[src/rtl/core/bdd_pkg.sv]
// shared types, constants and exp2 table for the box delta decoder
`timescale 1ns / 1ps
package bdd_pkg;
  localparam int unsigned CoordFracBits = 4;
  localparam int unsigned DeltaFracBits = 12;
  localparam int unsigned UnitShift = CoordFracBits + DeltaFracBits + 1;
  localparam logic [16:0] Log2eQ16 = 17'd94548;
  localparam int unsigned ExpFracSel = 4;
  localparam int unsigned InterpBits = DeltaFracBits - ExpFracSel;
  // register stages in each axis pipeline
  localparam int unsigned PipeStages = 5;

  localparam logic [0:0] RegImageWidth = 1'b0;
  localparam logic [0:0] RegImageHeight = 1'b1;

  function automatic logic [17:0] pow2_frac(input logic [4:0] idx);
    logic [17:0] r;
    case (idx)
      5'd0: r = 18'd65536;
      5'd1: r = 18'd68438;
      5'd2: r = 18'd71467;
      5'd3: r = 18'd74632;
      5'd4: r = 18'd77936;
      5'd5: r = 18'd81386;
      5'd6: r = 18'd84990;
      5'd7: r = 18'd88752;
      5'd8: r = 18'd92682;
      5'd9: r = 18'd96785;
      5'd10: r = 18'd101070;
      5'd11: r = 18'd105545;
      5'd12: r = 18'd110218;
      5'd13: r = 18'd115098;
      5'd14: r = 18'd120194;
      5'd15: r = 18'd125515;
      default: r = 18'd131072;
    endcase
    return r;
  endfunction

  typedef struct packed {
    logic [15:0] left;
    logic [15:0] top;
    logic [15:0] right;
    logic [15:0] bottom;
    logic [15:0] shift_x;
    logic [15:0] shift_y;
    logic [15:0] log_scale_w;
    logic [15:0] log_scale_h;
  } roi_item_t;

  typedef struct packed {
    logic [15:0] lo;
    logic [15:0] hi;
  } axis_out_t;

  // pipe control passed into each stage
  typedef struct packed {
    logic advance;
  } pipe_ctrl_t;
endpackage

[src/rtl/core/bdd_axis.sv]
// one-axis decode pipeline: size/centre, exp mantissa, products, round and clip
`timescale 1ns / 1ps
module bdd_axis (
  input  logic               clk_i,
  input  bdd_pkg::pipe_ctrl_t ctrl_i,
  input  logic [15:0]        lo_i,
  input  logic [15:0]        hi_i,
  input  logic [15:0]        dc_i,
  input  logic [15:0]        ds_i,
  input  logic [12:0]        size_i,
  output bdd_pkg::axis_out_t res_o
);
  import bdd_pkg::*;

  // stage 1: size, twice centre, log2 product
  logic signed [17:0] w_d, w_q;
  logic signed [18:0] c2_d, c2_q;
  logic signed [15:0] dc1_q;
  logic signed [33:0] tprod_d, tprod_q;
  logic [12:0] size1_q;

  assign w_d = $signed({2'b00, hi_i}) - $signed({2'b00, lo_i})
               + 18'sd16;
  assign c2_d = $signed({2'b00, lo_i, 1'b0}) + 19'(w_d);
  assign tprod_d = $signed(ds_i) * $signed({1'b0, Log2eQ16});

  always_ff @(posedge clk_i) begin
    if (ctrl_i.advance) begin
      w_q <= w_d;
      c2_q <= c2_d;
      dc1_q <= $signed(dc_i);
      tprod_q <= tprod_d;
      size1_q <= size_i;
    end
  end

  // stage 2: mantissa via table interpolation, centre product
  logic signed [17:0] t2;
  logic signed [5:0] k2;
  logic [11:0] f2;
  logic [3:0] idx2;
  logic [7:0] r2;
  logic [17:0] m0, m1;
  logic [25:0] dm;
  logic [17:0] mant_d, mant_q;
  logic signed [5:0] k_q;
  logic signed [17:0] w2_q;
  logic signed [47:0] pc_d, pc_q;
  logic [12:0] size2_q;

  assign t2 = tprod_q[33:16];
  assign k2 = t2[17:12];
  assign f2 = t2[11:0];
  assign idx2 = f2[11:8];
  assign r2 = f2[7:0];
  assign m0 = pow2_frac({1'b0, idx2});
  assign m1 = pow2_frac({1'b0, idx2} + 5'd1);
  assign dm = (m1 - m0) * r2;
  assign mant_d = m0 + 18'(dm >> InterpBits);
  assign pc_d = 48'(dc1_q * $signed({w_q, 1'b0})) + (48'(c2_q) <<< DeltaFracBits);

  always_ff @(posedge clk_i) begin
    if (ctrl_i.advance) begin
      mant_q <= mant_d;
      k_q <= k2;
      w2_q <= w_q;
      pc_q <= pc_d;
      size2_q <= size1_q;
    end
  end

  // stage 3: w * mantissa
  logic signed [36:0] prod_d, prod_q;
  logic signed [5:0] k3_q;
  logic signed [47:0] pc3_q;
  logic [12:0] size3_q;

  assign prod_d = w2_q * $signed({1'b0, mant_q});

  always_ff @(posedge clk_i) begin
    if (ctrl_i.advance) begin
      prod_q <= prod_d;
      k3_q <= k_q;
      pc3_q <= pc_q;
      size3_q <= size2_q;
    end
  end

  // stage 4: scale by 2^(k-4) with rounding, form corner sums
  logic signed [6:0] s4;
  logic signed [63:0] hs4;
  logic signed [63:0] lo_sum_d, hi_sum_d, lo_sum_q, hi_sum_q;
  logic [12:0] size4_q;
  logic [5:0] rs4;
  logic signed [63:0] pe;

  assign s4 = 7'(k3_q) + 7'sd12 - 7'sd16;
  assign rs4 = 6'(-s4);
  assign pe = 64'(prod_q);
  always_comb begin
    if (s4 >= 0) hs4 = pe <<< s4[5:0];
    else hs4 = (pe + (64'sd1 <<< (rs4 - 6'd1))) >>> rs4;
  end
  assign lo_sum_d = 64'(pc3_q) - hs4;
  assign hi_sum_d = 64'(pc3_q) + hs4;

  always_ff @(posedge clk_i) begin
    if (ctrl_i.advance) begin
      lo_sum_q <= lo_sum_d;
      hi_sum_q <= hi_sum_d;
      size4_q <= size3_q;
    end
  end

  // stage 5: round to grid and clip
  function automatic logic [15:0] clip(input logic signed [63:0] q,
                                      input logic [12:0] sz);
    logic signed [63:0] v;
    logic signed [63:0] hib;
    logic signed [63:0] r;
    v = (q + (64'sd1 <<< (UnitShift - 1))) >>> UnitShift;
    hib = (64'(sz) - 64'sd1) <<< CoordFracBits;
    r = v;
    if (r > hib) r = hib;
    if (r < 0) r = 0;
    if (r > 64'sd65535) r = 64'sd65535;
    return r[15:0];
  endfunction

  axis_out_t res_q;
  always_ff @(posedge clk_i) begin
    if (ctrl_i.advance) begin
      res_q.lo <= clip(lo_sum_q, size4_q);
      res_q.hi <= clip(hi_sum_q, size4_q);
    end
  end
  assign res_o = res_q;
endmodule

[config.mk]
export PLATFORM = sky130hd
export DESIGN_NAME = bdd_axis
export DESIGN_NICKNAME = d
export VERILOG_FILES = /design/src/rtl/core/bdd_pkg.sv /design/src/rtl/core/bdd_axis.sv
export SDC_FILE = /design/constraint.sdc
export NUM_CORES = 2
export LEC_CHECK = 0
export CORE_MARGIN = 10
export CORE_UTILIZATION = 50
export CTS_BUF_LIST = sky130_fd_sc_hd__clkbuf_8 sky130_fd_sc_hd__clkbuf_16
export DETAILED_ROUTE_END_ITERATION = 10
export DONT_BUFFER_PORTS = 1
export HOLD_SLACK_MARGIN = 0.08
export PLACE_DENSITY = 0.68
export SLEW_MARGIN = 20
export SYNTH_ARGS = -nofsm -noshare
export SYNTH_HDL_FRONTEND = slang
export SYNTH_SLANG_ARGS = --single-unit
[constraint.sdc]
create_clock -name clk_i -period 13.2 [get_ports clk_i]
set_input_delay 1.32 -clock clk_i [delete_from_list [all_inputs] [get_ports clk_i]]
set_output_delay 1.32 -clock clk_i [all_outputs]
set_load 0.02 [all_outputs]
==> impl_metrics.py <==
metrics = {
    "run_status": {
        "status": "complete, but fails checks",
        "failed_checks": "max-slew violations",
    },
    "worst_setup_path": {
        "crit_fanout": 33,
        "crit_top_cell": "o21ai_0",
        "crit_arrival_ns": 12.91,
        "crit_buf_inv": 1,
        "start_kind": "register",
        "max_stage_delay_ns": 0.53,
        "criticalPathCategory": "reg -> reg",
        "end_kind": "register",
        "crit_family": "compound AO/OA/AOI/OAI gates",
        "critical_path_required_ns": 13.62,
        "cpMaxStageDelayCell": "mux4_2",
    },
    "grt": {
        "grt_pass1_vias": 56800,
        "antenna_found_initial": 0,
        "grt-ovfl-total": 0,
        "grt_max_degree": 413,
        "grt_pass1_wl_um": 320100,
        "grt_usage_pct": 25.46,
    },
    "yosys": {
        "avgSynthCellArea_um2": 8.722,
        "synth-compound-area-share_pct": 12.64,
        "yosysTopAreaCellShare_pct": 21.41,
        "synth_seq_area_share_pct": 17.82,
        "synth_xor_area_share_pct": 5.832,
        "synth-main-ff-cell": "edfxtp_1",
        "yosysWarnings": 0,
        "synth_top_family_by_area": "adder cells",
        "async_reset_ff_share_pct": 0,
        "synth_edf_count": 405,
        "synth.net_count": 9627,
        "synth_top_cell_by_area": "fa_1",
        "yosysMostFrequentCell": "inv_1",
        "synth_commonest_cells": "inv_1 (1174), nand2_1 (986), ha_1 (768), fa_1 (749), nor2_1 (600)",
        "mappedNetlistArea_um2": 70040,
        "synthSimpleGateAreaFrac_pct": 17.00,
        "ys_ff_latch": 421,
        "netlist_instances": 8031,
        "yosys.area_share.adder_pct": 35.13,
        "synth_cell_types": 101,
        "synth.top_cells.by_area": "fa_1 (21%), edfxtp_1 (17%), ha_1 (14%)",
        "synth.area.mux_share_pct": 3.467,
    },
    "place": {
        "hpwl_um": 159900,
        "port-buffer-count": 0,
        "place.gp.congestion": 0.9893,
    },
    "layout": {
        "fillers": 12970,
        "area_growth_pct": 5.204,
        "layout-drive-gt1-share_pct": 3.886,
        "final_nets": 9431,
        "antenna_cells": 0,
    },
    "job": {
        "drv_cap": 0,
    },
    "floorplanning": {
        "num_rows": 137,
        "die_area_um2": 155500,
        "core_area_um2": 139400,
        "dieWidth_um": 394.3,
        "die_h_um": 394.3,
        "initial_core_util_pct": 50.26,
        "io_pins": 111,
    },
    "hold_path": {
        "hp-class": "reg -> reg",
    },
    "route": {
        "final_antenna_net_count": 0,
        "drt_iter0_drc": 4624,
        "routed_wl_um": 200300,
        "wl_per_cell_um": 20.55,
        "drcViolationCount": 0,
        "via_count": 56010,
        "viasPerCell": 5.744,
        "first_pass_iters": 8,
    },
    "clock_tree": {
        "cts_sinks": 421,
        "numCtsBuffers": 50,
        "insertion_delay_ns": 0.68,
        "cts_buffer_depth": 3,
        "h-tree-depth": 2,
        "cts_setup_buffers": 0,
        "clk_pin_slew_ns": 0.06,
        "cts_tree": "done",
        "root_buffer": "clkbuf_16",
    },
    "timing": {
        "relSlewSlack_pct": -5.385,
        "setup_violations": 0,
        "rsz0062_at_grt": "false",
        "setup_tns_ns": 0,
        "slew_violations": 97,
        "finalCritPeriodShare_pct": 94.68,
        "skew_ns": 0.06056,
        "clock.fmax_mhz": 80.01,
        "hold_viol": 0,
        "worstMarginPinSlew_ns": 1.581,
        "min_period_ns": 12.50,
    },
}
## sequential cells by signal, summed over array words and instances (netlist names), 18 cells and up
register	flops
mant_q	18
w2_q	18
c2_q	18
tprod_q	18
lo_sum_q	48
prod_q	37
pc3_q	35
pc_q	35
w_q	18
res_o	32
hi_sum_q	48
## worst reg2reg max path, delay by kind of cell, from the launching register on
kind,cells,cell delay (ns)
muxes,3,1.12
buffers and inverters,1,0.35
adders and majority gates,2,0.67
and+or+nand+nor,8,1.98
DFF,1,0.34
AOI/OAI and AO/OA,26,7.02
xor gates and xnor gates,4,0.78
## final cells by class
cell class | instances | area [um2] | area share [%]
clock buffer | 54 | 1329 | 1.803
clock inverter | 37 | 504.2 | 0.6843
tap | 1876 | 2347 | 3.185
timing repair buffer | 83 | 623.1 | 0.8456
sequential | 421 | 12480 | 16.94
multi-input combinational | 6103 | 51990 | 70.55
inverter | 1176 | 4414 | 5.990
## per-stage QoR
| step | utilization [%] | worst slack, ns | hold WS (ns) | cell area (um2) | instances |
|---|---|---|---|---|---|
| after floorplan | - | 1.243 | 0.4003 | 70040 | 8031 |
| after global placement | 51.55 | 1.023 | 0.4016 | 71840 | 9659 |
| after detailed placement | 51.55 | 0.9413 | 0.4045 | 71840 | 9659 |
| after CTS | 52.86 | 0.9280 | 0.3512 | 73670 | 9750 |
| after global routing | 52.88 | 0.01484 | 0.3809 | 73690 | 9750 |
| final | 52.88 | 0.7016 | 0.3650 | 73690 | 9750 |
## kinds of logic after synthesis
logic type,Yosys count
AO/OA/AOI/OAI,1386
AND/OR/NAND/NOR,2554
XOR/XNOR,463
adder cells (fa/ha/maj),1517
multiplexers,183
flip-flops,421
buffers and inverters,1507
## cell usage in the layout, fill, tap and decap left out, drive strengths merged, types with 45 or more instances in the layout
| cell | instances |
|---|---|
| mux2i | 120 |
| nor2b | 77 |
| mux4 | 46 |
| a211oi | 45 |
| and2 | 311 |
| fa | 749 |
| o211ai | 83 |
| nand2b | 107 |
| buf | 83 |
| nand2 | 986 |
| ha | 768 |
| clkbuf | 54 |
| edfxtp | 405 |
| and3 | 50 |
| nor3 | 118 |
| xnor2 | 341 |
| o21ai | 313 |
| nand3 | 90 |
| a21oi | 433 |
| a21o | 94 |
| o21a | 46 |
| inv | 1188 |
| xor2 | 122 |
| nor2 | 600 |
| nand4 | 75 |
| o21bai | 84 |
## final timing paths
check                           slack (ns)  cells past startpoint           end    start
worst max-delay path                  0.70                     44  hi_sum_q[63]  k3_q[2]
worst min-delay path                  0.36                      0      pc3_q[2]  pc_q[2]
worst max register to register        0.70                     44  hi_sum_q[63]  k3_q[2]
worst min register to register        0.36                      0      pc3_q[2]  pc_q[2]
## metal layers
layer,global-route usage (%),up-vias,wire length [um]
met4,7.687,0,6558
met5,0,-,0
met3,3.207,314,12830
met2,41.57,1803,92650
li1,-,26290,-
met1,35.23,27600,88310
## repair_timing
action / in CTS / in global routing
endpoints found under the setup margin: 0 / 2
gates resized for setup: 0 / 2
hold buffers: 0 / 0
Power is left out: the tool's default activity adds up to more than one toggle a clock period on the data nets, which glitch-free logic cannot reach.
